===== src/rtl/trrs_pkg.sv =====
// Shared constants, command and status codes, and the control type of the task scheduler.
package trrs_pkg;

  localparam int MAX_TASKS = 16;
  localparam int KEY_BITS  = 16;
  localparam int IDX_W     = $clog2(MAX_TASKS);
  localparam int CNT_W     = $clog2(MAX_TASKS + 1);
  localparam int CMD_W     = 3;
  localparam int STAT_W    = 2;
  localparam int PC_W      = 32;
  localparam int ID_W      = 32;
  localparam int SW_W      = 32;
  localparam int KEY_IN_W  = 16;

  localparam logic [CMD_W-1:0] CMD_NEXT    = 3'd0;
  localparam logic [CMD_W-1:0] CMD_SWITCH  = 3'd1;
  localparam logic [CMD_W-1:0] CMD_SAVE    = 3'd2;
  localparam logic [CMD_W-1:0] CMD_SPAWN   = 3'd3;
  localparam logic [CMD_W-1:0] CMD_BLOCK   = 3'd4;
  localparam logic [CMD_W-1:0] CMD_FINISH  = 3'd5;
  localparam logic [CMD_W-1:0] CMD_UNBLOCK = 3'd6;

  localparam logic [STAT_W-1:0] ST_OK        = 2'd0;
  localparam logic [STAT_W-1:0] ST_NONE_RUN  = 2'd1;
  localparam logic [STAT_W-1:0] ST_FULL      = 2'd2;
  localparam logic [STAT_W-1:0] ST_BAD_INDEX = 2'd3;

  typedef struct packed {
    logic cmd_load;
    logic exec;
    logic out_load;
  } trrs_ctl_t;

endpackage


===== src/rtl/task_table_round_robin_scheduler.sv =====
// Top level of the round-robin task table scheduler.
//
//  channel | dir | handshake          | tuser        | tdata
//  in_     | in  | in_tvalid/tready   | cmd[2:0]     | task_index, wait_key, pc_value
//  out_    | out | out_tvalid/tready  | status[1:0]  | index, id, pc, runnable, switches
//
// Each request passes through S_EXEC, which updates the task table, then S_LOAD,
// which counts runnable tasks into the output register. The next request is taken
// in S_LOAD when the output register is free or being drained.
// A stalled result holds the block after the table update; reset restores
// the single running task 0 with the next id at 1.
module task_table_round_robin_scheduler import trrs_pkg::*; (
  input  logic         clk,
  input  logic         rst_n,
  input  logic         in_tvalid,
  output logic         in_tready,
  input  logic [2:0]   in_tuser,   // cmd
  input  logic [55:0]  in_tdata,   // task_index[3:0], wait_key[19:4], pc_value[51:20]
  output logic         out_tvalid,
  input  logic         out_tready,
  output logic [1:0]   out_tuser,  // status
  output logic [111:0] out_tdata   // result_index[3:0], result_id[35:4], result_pc[67:36],
                                   // runnable_total[72:68], switch_total[104:73]
);

  trrs_ctl_t         ctl;
  logic [STAT_W-1:0] status;
  logic [IDX_W-1:0]  result_index;
  logic [ID_W-1:0]   result_id;
  logic [PC_W-1:0]   result_pc;
  logic [CNT_W-1:0]  runnable_total;
  logic [SW_W-1:0]   switch_total;

  trrs_ctrl u_ctrl (
    .clk        (clk),
    .rst_n      (rst_n),
    .in_tvalid  (in_tvalid),
    .in_tready  (in_tready),
    .out_tvalid (out_tvalid),
    .out_tready (out_tready),
    .ctl        (ctl)
  );

  trrs_dp u_dp (
    .clk            (clk),
    .rst_n          (rst_n),
    .ctl            (ctl),
    .cmd            (in_tuser),
    .task_index     (in_tdata[3:0]),
    .wait_key       (in_tdata[19:4]),
    .pc_value       (in_tdata[51:20]),
    .status         (status),
    .result_index   (result_index),
    .result_id      (result_id),
    .result_pc      (result_pc),
    .runnable_total (runnable_total),
    .switch_total   (switch_total)
  );

  assign out_tuser = status;
  assign out_tdata = {7'd0, switch_total, runnable_total, result_pc, result_id, result_index};

endmodule


===== src/rtl/trrs_ctrl.sv =====
// Sequencer for the task scheduler: request handshake and output register control.
module trrs_ctrl import trrs_pkg::*; (
  input  logic      clk,
  input  logic      rst_n,
  input  logic      in_tvalid,
  output logic      in_tready,
  output logic      out_tvalid,
  input  logic      out_tready,
  output trrs_ctl_t ctl
);

  typedef enum logic [2:0] {
    S_IDLE = 3'b001,
    S_EXEC = 3'b010,
    S_LOAD = 3'b100
  } state_t;

  state_t state_r, state_nxt;
  logic   out_valid_r, out_valid_nxt;
  logic   out_free;
  logic   accept;

  assign out_free   = !out_valid_r || out_tready;
  assign in_tready  = (state_r == S_IDLE) || ((state_r == S_LOAD) && out_free);
  assign accept     = in_tvalid && in_tready;
  assign out_tvalid = out_valid_r;

  assign ctl.cmd_load = accept;
  assign ctl.exec     = (state_r == S_EXEC);
  assign ctl.out_load = (state_r == S_LOAD) && out_free;

  always_comb begin
    state_nxt = state_r;
    unique case (state_r)
      S_IDLE: begin
        if (accept) state_nxt = S_EXEC;
      end
      S_EXEC: begin
        state_nxt = S_LOAD;
      end
      S_LOAD: begin
        if (out_free) state_nxt = accept ? S_EXEC : S_IDLE;
      end
      default: state_nxt = S_IDLE;
    endcase
  end

  always_comb begin
    out_valid_nxt = out_valid_r;
    if (ctl.out_load) out_valid_nxt = 1'b1;
    else if (out_tready) out_valid_nxt = 1'b0;
  end

  always_ff @(posedge clk) begin
    if (!rst_n) begin
      state_r     <= S_IDLE;
      out_valid_r <= 1'b0;
    end else begin
      state_r     <= state_nxt;
      out_valid_r <= out_valid_nxt;
    end
  end

endmodule


===== src/rtl/trrs_dp.sv =====
// Datapath of the task scheduler: task table, round-robin pick, counters and result register.
module trrs_dp import trrs_pkg::*; (
  input  logic                clk,
  input  logic                rst_n,
  input  trrs_ctl_t           ctl,
  input  logic [CMD_W-1:0]    cmd,
  input  logic [IDX_W-1:0]    task_index,
  input  logic [KEY_IN_W-1:0] wait_key,
  input  logic [PC_W-1:0]     pc_value,
  output logic [STAT_W-1:0]   status,
  output logic [IDX_W-1:0]    result_index,
  output logic [ID_W-1:0]     result_id,
  output logic [PC_W-1:0]     result_pc,
  output logic [CNT_W-1:0]    runnable_total,
  output logic [SW_W-1:0]     switch_total
);

  // latched request
  logic [CMD_W-1:0]    cmd_r;
  logic [IDX_W-1:0]    idx_r;
  logic [KEY_BITS-1:0] key_r;
  logic [PC_W-1:0]     pc_r;

  // task table
  logic [MAX_TASKS-1:0] active_r, active_nxt;
  logic [MAX_TASKS-1:0] fin_r, fin_nxt;
  logic [MAX_TASKS-1:0] blk_r, blk_nxt;
  logic [KEY_BITS-1:0]  keys_r [MAX_TASKS];
  logic [KEY_BITS-1:0]  keys_nxt [MAX_TASKS];
  logic [PC_W-1:0]      pcs_r [MAX_TASKS];
  logic [PC_W-1:0]      pcs_nxt [MAX_TASKS];
  logic [CNT_W-1:0]     count_r, count_nxt;
  logic [IDX_W-1:0]     cur_r, cur_nxt;
  logic [ID_W-1:0]      next_id_r, next_id_nxt;
  logic [SW_W-1:0]      sw_cnt_r, sw_cnt_nxt;

  // per-request result
  logic [STAT_W-1:0] res_status_r, res_status_nxt;
  logic [IDX_W-1:0]  res_index_r, res_index_nxt;
  logic [ID_W-1:0]   res_id_r, res_id_nxt;
  logic [PC_W-1:0]   res_pc_r, res_pc_nxt;

  // output register
  logic [STAT_W-1:0] out_status_r;
  logic [IDX_W-1:0]  out_index_r;
  logic [ID_W-1:0]   out_id_r;
  logic [PC_W-1:0]   out_pc_r;
  logic [CNT_W-1:0]  out_run_r;
  logic [SW_W-1:0]   out_sw_r;

  logic [MAX_TASKS-1:0]   run_vec;
  logic [2*MAX_TASKS-1:0] dbl;
  logic [MAX_TASKS-1:0]   rot;
  logic [IDX_W-1:0]       start;
  logic [IDX_W-1:0]       off;
  logic [IDX_W-1:0]       pick;
  logic                   found;
  logic                   idx_ok;
  logic                   full;
  logic [IDX_W-1:0]       new_slot;
  logic [CNT_W-1:0]       run_cnt;

  assign run_vec  = active_r & ~fin_r & ~blk_r;
  assign start    = cur_r + 1'b1;
  assign dbl      = {run_vec, run_vec} >> start;
  assign rot      = dbl[MAX_TASKS-1:0];
  assign found    = |rot;
  assign pick     = start + off;
  assign idx_ok   = {1'b0, idx_r} < count_r;
  assign full     = count_r == CNT_W'(MAX_TASKS);
  assign new_slot = count_r[IDX_W-1:0];

  // first runnable slot after the current one, wrapping
  always_comb begin
    off = '0;
    for (int j = MAX_TASKS - 1; j >= 0; j--) begin
      if (rot[j]) off = IDX_W'(j);
    end
  end

  always_comb begin
    run_cnt = '0;
    for (int i = 0; i < MAX_TASKS; i++) begin
      run_cnt = run_cnt + CNT_W'(run_vec[i]);
    end
  end

  always_comb begin
    active_nxt     = active_r;
    fin_nxt        = fin_r;
    blk_nxt        = blk_r;
    keys_nxt       = keys_r;
    pcs_nxt        = pcs_r;
    count_nxt      = count_r;
    cur_nxt        = cur_r;
    next_id_nxt    = next_id_r;
    sw_cnt_nxt     = sw_cnt_r;
    res_status_nxt = res_status_r;
    res_index_nxt  = res_index_r;
    res_id_nxt     = res_id_r;
    res_pc_nxt     = res_pc_r;
    if (ctl.exec) begin
      res_status_nxt = ST_OK;
      res_index_nxt  = '0;
      res_id_nxt     = '0;
      res_pc_nxt     = '0;
      case (cmd_r)
        CMD_NEXT: begin
          if (found) begin
            res_index_nxt = pick;
            if (pick != cur_r) sw_cnt_nxt = sw_cnt_r + 1'b1;
          end else begin
            res_status_nxt = ST_NONE_RUN;
          end
        end
        CMD_SWITCH: begin
          if (idx_ok) begin
            cur_nxt       = idx_r;
            res_index_nxt = idx_r;
            res_pc_nxt    = pcs_r[idx_r];
          end else begin
            res_status_nxt = ST_BAD_INDEX;
          end
        end
        CMD_SAVE: begin
          if (idx_ok) pcs_nxt[idx_r] = pc_r;
          else res_status_nxt = ST_BAD_INDEX;
        end
        CMD_SPAWN: begin
          if (full) begin
            res_status_nxt = ST_FULL;
          end else begin
            active_nxt[new_slot] = 1'b1;
            fin_nxt[new_slot]    = 1'b0;
            blk_nxt[new_slot]    = 1'b0;
            keys_nxt[new_slot]   = '0;
            pcs_nxt[new_slot]    = pc_r;
            res_index_nxt        = new_slot;
            res_id_nxt           = next_id_r;
            next_id_nxt          = next_id_r + 1'b1;
            count_nxt            = count_r + 1'b1;
          end
        end
        CMD_BLOCK: begin
          if (idx_ok) begin
            blk_nxt[idx_r]  = 1'b1;
            keys_nxt[idx_r] = key_r;
          end else begin
            res_status_nxt = ST_BAD_INDEX;
          end
        end
        CMD_FINISH: begin
          if (idx_ok) fin_nxt[idx_r] = 1'b1;
          else res_status_nxt = ST_BAD_INDEX;
        end
        CMD_UNBLOCK: begin
          // only slots below the task count are ever active
          for (int i = 0; i < MAX_TASKS; i++) begin
            if (active_r[i] && blk_r[i] && (key_r == '0 || keys_r[i] == key_r)) begin
              blk_nxt[i]  = 1'b0;
              keys_nxt[i] = '0;
            end
          end
        end
        default: ;
      endcase
    end
  end

  always_ff @(posedge clk) begin
    if (ctl.cmd_load) begin
      cmd_r <= cmd;
      idx_r <= task_index;
      key_r <= KEY_BITS'(wait_key);
      pc_r  <= pc_value;
    end
    res_status_r <= res_status_nxt;
    res_index_r  <= res_index_nxt;
    res_id_r     <= res_id_nxt;
    res_pc_r     <= res_pc_nxt;
    if (ctl.out_load) begin
      out_status_r <= res_status_r;
      out_index_r  <= res_index_r;
      out_id_r     <= res_id_r;
      out_pc_r     <= res_pc_r;
      out_run_r    <= run_cnt;
      out_sw_r     <= sw_cnt_r;
    end
  end

  always_ff @(posedge clk) begin
    if (!rst_n) begin
      active_r  <= {{(MAX_TASKS-1){1'b0}}, 1'b1};
      fin_r     <= '0;
      blk_r     <= '0;
      count_r   <= CNT_W'(1);
      cur_r     <= '0;
      next_id_r <= ID_W'(1);
      sw_cnt_r  <= '0;
      for (int i = 0; i < MAX_TASKS; i++) begin
        keys_r[i] <= '0;
        pcs_r[i]  <= '0;
      end
    end else begin
      active_r  <= active_nxt;
      fin_r     <= fin_nxt;
      blk_r     <= blk_nxt;
      count_r   <= count_nxt;
      cur_r     <= cur_nxt;
      next_id_r <= next_id_nxt;
      sw_cnt_r  <= sw_cnt_nxt;
      keys_r    <= keys_nxt;
      pcs_r     <= pcs_nxt;
    end
  end

  assign status         = out_status_r;
  assign result_index   = out_index_r;
  assign result_id      = out_id_r;
  assign result_pc      = out_pc_r;
  assign runnable_total = out_run_r;
  assign switch_total   = out_sw_r;

endmodule

===== config.mk =====
export PLATFORM = sky130hd
export DESIGN_NAME = task_table_round_robin_scheduler
export DESIGN_NICKNAME = d
export VERILOG_FILES = /design/src/rtl/trrs_pkg.sv /design/src/rtl/task_table_round_robin_scheduler.sv /design/src/rtl/trrs_ctrl.sv /design/src/rtl/trrs_dp.sv
export SDC_FILE = /design/constraint.sdc
export NUM_CORES = 2
export LEC_CHECK = 0
export BUFFER_PORTS_ARGS = -buffer_cell sky130_fd_sc_hd__clkbuf_2
export CELL_PAD_IN_SITES_DETAIL_PLACEMENT = 1
export CELL_PAD_IN_SITES_GLOBAL_PLACEMENT = 1
export CORE_MARGIN = 2
export CORE_UTILIZATION = 52
export CTS_BUF_LIST = sky130_fd_sc_hd__clkbuf_2
export CTS_CLUSTER_DIAMETER = 50
export DETAILED_ROUTE_END_ITERATION = 16
export PLACE_DENSITY_LB_ADDON = 0.1
export SLEW_MARGIN = 15
export SYNTH_ARGS = -nofsm -noshare
export SYNTH_HDL_FRONTEND = slang
export SYNTH_SLANG_ARGS = --single-unit

===== constraint.sdc =====
create_clock -name clk -period 11.65 [get_ports clk]
set_clock_uncertainty 0.05 [all_clocks]
set_input_delay 1.7475 -clock clk [delete_from_list [all_inputs] [get_ports clk]]
set_output_delay 1.7475 -clock clk [all_outputs]
set_load 0.02 [all_outputs]

# ---- Word-level counts from Yosys, hierarchy flattened
# Cells that the tools add are included.
dict set report word_totals {
  register_bits 1125
  inputBits 63
  output_inout_bits 116
}
dict set report classes {
  addsub 20
  order_cmp 9
  eq_ne 49
  shift 1
  mux 92
  bitwise_logic 16
  n_reduce_logical 89
}
# op n
set op_table {}
lappend op_table {{$bwmux W512} 2}
lappend op_table {{$mux W512} 2}
lappend op_table {{$pmux W512 S2} 1}
lappend op_table {{$pmux W256 S3} 1}
lappend op_table {{$mux W256} 2}
lappend op_table {{$mux W16} 22}
lappend op_table {{$and A256 B256 Y256} 1}
lappend op_table {{$bwmux W256} 1}
lappend op_table {{$demux W32 S4} 2}
lappend op_table {{$eq A16 B16 Y1} 16}
lappend op_table {{$not A256 Y256} 1}
lappend op_table {{$bmux W32 S4} 1}
lappend op_table {{$demux W16 S4} 2}
lappend op_table {{$mux W32} 4}
lappend op_table {{$reduce_and A5 Y1} 16}
lappend op_table {{$mux W4} 19}
lappend op_table {{$add A5 B1 Y5} 14}
lappend op_table {{$add A32 B1 Y32 const B} 2}
lappend op_table {{$and A16 B16 Y16} 4}
lappend op_table {{$not A16 Y16} 3}
lappend op_table {{$or A16 B16 Y16} 3}
lappend op_table {{$pmux W16 S3} 1}
lappend op_table {{$ne A2 B1 Y1 const B} 21}
lappend op_table {{$logic_and A1 B1 Y1} 38}
lappend op_table {{other kinds (38)} 97}

# ---- Logic depth before layout (Yosys ltp)
dict set report depth {
  ltp_word 23
  ltp_mapped 27
  depth_no_buf 24
}

# ---- Hierarchy
# Synthesis repeated with hierarchy kept, for this count alone.
dict set report unflattened {
  hier_cells 5473
  hier_area_um2 50733.7
}
# module instances cells_each area_per_inst_um2
set modules_own_cells {}
lappend modules_own_cells {trrs_dp 1 5441 50424.6}
lappend modules_own_cells {trrs_ctrl 1 24 252.7}
lappend modules_own_cells {task_table_round_robin_scheduler 1 8 56.3}

# ---- Worst setup path after synthesis
# Ideal clock, no wire load.
dict set report synth_timing {
  path_type {input port to flip-flop}
  startpoint {input out_tready}
  endpoint {register u_dp.out_id_r[0] (netlist: u_dp.result_id[0]), enable pin}
  setup_time_ps 705
  arrival_time_ps 9099
  slack_ps 1797
  cell_stages 2
  path_buffers 0
  cell_sequence {nor2b_1 > nor3_1}
}
dict set report synth_between {
  elab_chain_cells 2
}
# item line
set synth_rtl {}
lappend synth_rtl {{start: declaration} task_table_round_robin_scheduler.sv:20} ;# input logic out_tready,
lappend synth_rtl {{$logic_or A1 B1 Y1} trrs_ctrl.sv:23} ;# assign out_free = !out_valid_r || out_tready;
lappend synth_rtl {{$logic_and A1 B1 Y1} trrs_ctrl.sv:30} ;# assign ctl.out_load = (state_r == S_LOAD) && out_free;
lappend synth_rtl {{end signal: assignment} trrs_dp.sv:184} ;# out_id_r <= res_id_r;
lappend synth_rtl {{end: declaration} trrs_dp.sv:46} ;# logic [ID_W-1:0] out_id_r;
# Every way passes these cells.
# A chain may end at the register's enable or synchronous reset.

# ---- Final worst setup path
dict set report layout_timing {
  startpoint {register u_dp.cur_r[0]}
  endpoint {register u_dp.sw_cnt_r[27]}
}
dict set report layout_between {
  elab_chain_cells 21
  elab_cells_between_ends 22
  cone_classes {2 x add/sub; 1 x eq/ne; 1 x shift; 16 x mux; 2 x reduce/logical}
}
# item line
set layout_rtl {}
lappend layout_rtl {{start: declaration} trrs_dp.sv:33} ;# logic [IDX_W-1:0] cur_r, cur_nxt;
lappend layout_rtl {{start signal: assignment} trrs_dp.sv:209} ;# cur_r <= cur_nxt;
lappend layout_rtl {{$add A4 B1 Y4} trrs_dp.sv:64} ;# assign start = cur_r + 1'b1;
lappend layout_rtl {{$shr A32 B4 Y16} trrs_dp.sv:65} ;# assign dbl = {run_vec, run_vec} >> start;
lappend layout_rtl {{$mux W4 (16 in a row)} trrs_dp.sv:77} ;# if (rot[j]) off = IDX_W'(j);
lappend layout_rtl {{$add A4 B4 Y4} trrs_dp.sv:68} ;# assign pick = start + off;
lappend layout_rtl {{$ne A4 B4 Y1} trrs_dp.sv:111} ;# if (pick != cur_r) sw_cnt_nxt = sw_cnt_r + 1'b1;
lappend layout_rtl {{$reduce_and A4 Y1 (no source line) *} --}
lappend layout_rtl {{end signal: assignment} trrs_dp.sv:211} ;# sw_cnt_r <= sw_cnt_nxt;
lappend layout_rtl {{end: declaration} trrs_dp.sv:35} ;# logic [SW_W-1:0] sw_cnt_r, sw_cnt_nxt;
# Every way passes the cells marked *; elsewhere a longest branch is shown, timed or not.

==> impl_metrics.yaml <==
layout:
  syn_to_final_growth_pct: 9.33
  multi_input_area_sq_mm: 0.0223
  fillCellCount: 10200
  seq_area_sq_mm: 0.0248
  layoutNonFillerInstCount: 6197
  fin_nets: 4817
  drive_gt1_share_pct: 19.2
floorplan:
  io_pins: 179
  dieArea_sq_mm: 0.0957
  die_y_microns: 309
  core_area_sq_mm: 0.0929
  start_util_pct: 52.2
  die_x_microns: 309
  rows: 112
global_route:
  grt_remaining_overflow: 0
  grt_max_degree: 198
  grt_pass1_wl_mm: 211
  grt_antenna_before_repair: 3
  grt_pass1_vias: 37300
  grt_use_total_pct: 28.2
sta:
  finalSetupViolations: 0
  period_needed_ns: 7.15
  whs_ns: 0.273
  grt_setup_unrepaired: "no"
  max_freq_mhz: 140
  drv_slew: 0
  hold_violations: 0
  setup_tns_ns: 0
  finalCritPeriodShare_pct: 61.4
  slew_headroom_pct: 22.1
  tightest_slew_ns: 1.16
setup_path:
  cp_data_required_time_ns: 13.11
  cp_data_arrival_time_ns: 8.61
  crit_top_cell: "a21oi_1"
  timing.rr.end: "u_dp.sw_cnt_r[27]"
  reg2regPathDepth: 25
  rrSetupSlack_ns: 4.50
  crit_slowest_cell: "dfxtp_1"
  crit_fanout: 33
  crit_path_end_kind: "flip-flop"
  slowest_delay_ns: 0.85
  r2r-start: "u_dp.cur_r[0]"
  worstSetupStartpointType: "flip-flop"
  path_class: "flip-flop to flip-flop"
clock_network:
  cts_root_buf: "clkbuf_2"
  numClockSinks: 1125
  cts_setup_buffers: 0
  numCtsBuffers: 312
  cts_resized: 0
  clk_path_buf_depth: 4
  h-tree-depth: 5
  ctsHoldBuffers: 0
  clk_latency_ns: 1.59
  clk_pin_slew_worst_paths_ns: 0.11
  cts_tree: "yes"
placed_design:
  dp_cells: 5665
  routabilityCongestion: 0.871
  dp_hpwl_mm: 77.2
  port_buffers: 167
route:
  viasPerCell: 5.76
  routed_wl_mm: 136
  post-route-drc-count: 0
  via_count: 35700
  drtPass1Iterations: 5
  drtIter0Drc: 2427
  post_drt_wl_per_cell_microns: 22.0
  ant_nets: 0
yosys:
  ys_seq_area_share_pct: 51.2
  ys_ff_latch: 1125
  synth_ff_type: "dfxtp_1"
  postSynth.asyncResetShare_pct: 0
  ys_warn_count: 0
  ys_top_cells_by_area: "dfxtp_1, edfxtp_1, mux2i_1"
  post_synth_num_cell_types: 73
  syn_area_sq_mm: 0.0485
  yosys.area.top_type: "dfxtp_1"
  syn_area_per_cell_sq_um: 10.7
  synth_edf_count: 232
  synth_top_area_share_pct: 36.9
  synth_cells: 4516
outcome:
  run_status: "complete, no violations"
power:
  p_per_area_mw_per_mm2: 134
  irDropWorstVdd_uv: 90.6
  p_leak_uw: 0.0195
worst_hold_path:
  holdCritStartpoint: "in_tuser[0]"
  holdPathStages: 1
  hold_class: "input port to flip-flop"
  min_delay_worst_endpoint: "u_dp.cmd_r[0]"
job:
  cap_violations: 0
## metal layers
layer,up-vias,routed length (microns),global-route usage [%]
li1,16600,-,-
met1,18100,60000,36.2
met2,814,67300,48.5
met3,217,5780,4.39
met4,2,3060,9.88
met5,-,12,0
## state kept, by name, indices dropped and copies added, names as in the netlist, 2 cells and up
register	flops
u_dp.res_index_r	4
u_dp.idx_r	4
u_dp.active_r	16
u_dp.blk_r	16
u_dp.runnable_total	5
u_dp.status	2
u_dp.count_r	5
u_dp.result_pc	32
u_dp.key_r	16
u_dp.cmd_r	3
u_dp.sw_cnt_r	32
u_dp.pc_r	32
u_dp.keys_r	256
u_dp.switch_total	32
u_dp.result_id	32
u_dp.fin_r	16
u_dp.pcs_r	512
u_dp.next_id_r	32
u_dp.res_pc_r	32
u_dp.res_status_r	2
u_dp.result_index	4
u_ctrl.state_r	3
u_dp.res_id_r	32
u_dp.cur_r	4
## worst max path at each step
stage	slack, ns	startpoint	endpoint	cells past startpoint
2_1_floorplan	1.80	out_tready	u_dp.result_id[0]	2
3_3_place_gp	4.73	u_dp.cur_r[0]	u_dp.sw_cnt_r[20]	22
3_5_place_dp	4.48	u_dp.cur_r[0]	u_dp.sw_cnt_r[27]	23
4_1_cts	4.57	u_dp.cur_r[0]	u_dp.sw_cnt_r[27]	23
5_1_grt	4.09	u_dp.cur_r[0]	u_dp.sw_cnt_r[27]	24
6_report	4.50	u_dp.cur_r[0]	u_dp.sw_cnt_r[27]	25
## cell families after synthesis
kind of cell	count (synthesis)	share of synthesized area (%)
adders and majority gates	29	0.919
buffers and inverters	395	3.25
DFF	1125	51.2
muxes	688	18.3
xor gates and xnor gates	305	5.55
AOI/OAI and AO/OA	558	7.75
and+or+nand+nor	1415	13.0
other	1	0.00773
## power breakdown
group,internal (uW),switching (uW)
clock network,1110,1640
registers,3980,44.1
logic,89.2,237
total,5180,1920
## per-stage QoR
step	utilization, %	area (sq um)	setup slack, ns	power, uW
floorplan	-	48500	1.80	4330
global placement	54.2	50300	4.73	4440
detailed placement	54.2	50300	4.48	4440
CTS	57.0	53000	4.57	7190
global route	57.1	53000	4.09	7430
finish	57.1	53000	4.50	7100
## cells in the final DEF (no fill, tap or decap), types with 12 or more instances in the layout
| cell | instances |
|---|---|
| a211oi_1 | 23 |
| a21oi_1 | 95 |
| a22oi_1 | 258 |
| a31oi_1 | 30 |
| and2_1 | 74 |
| and3_1 | 20 |
| buf_4 | 92 |
| clkbuf_2 | 627 |
| clkinv_1 | 52 |
| dfxtp_1 | 893 |
| edfxtp_1 | 232 |
| ha_1 | 18 |
| inv_1 | 19 |
| mux2i_1 | 527 |
| mux4_2 | 160 |
| nand2_1 | 104 |
| nand3_1 | 36 |
| nand4_1 | 35 |
| nor2_1 | 928 |
| nor2_4 | 17 |
| nor2b_1 | 12 |
| nor3_1 | 14 |
| nor3b_1 | 12 |
| nor4_1 | 76 |
| o21ai_0 | 58 |
| o21ai_1 | 16 |
| o22ai_1 | 16 |
| or3_1 | 17 |
| or4_1 | 13 |
| xnor2_1 | 20 |
| xor2_1 | 284 |
## Yosys cell counts (13+ instances only)
cell      number
nor2_1       947
dfxtp_1      893
mux2i_1      527
clkbuf_1     299
xor2_1       284
a22oi_1      258
edfxtp_1     232
mux4_2       160
nand2_1      105
a21oi_1       95
nor4_1        76
and2_1        75
o21ai_0       58
nand3_1       36
nand4_1       35
buf_2         32
a31oi_1       31
buf_1         31
a211oi_1      23
and3_1        20
xnor2_1       20
inv_1         19
ha_1          18
o21ai_1       17
or3_1         17
o22ai_1       16
nor3_1        15
or4_1         13
## critical path: cells and delay by family, from the launching register on
kind	cells	cell delay, ns
xor+xnor	2	0.38
flops	1	0.85
fa+ha+maj	3	0.96
compound gates	11	2.36
buf+inv	3	0.57
simple gates	6	2.02
## final cells by class
class                   instances  area share [%]
diodes                          6          0.0283
clock buffers                 460            4.34
clock inverters                66           0.647
inverters                      22           0.175
multi-input cells            3002            42.0
flip-flops and latches       1125            46.9
well taps                    1254            2.96
repair buffers                262            2.99
No activity file was read; power rests on OpenSTA's default activity.
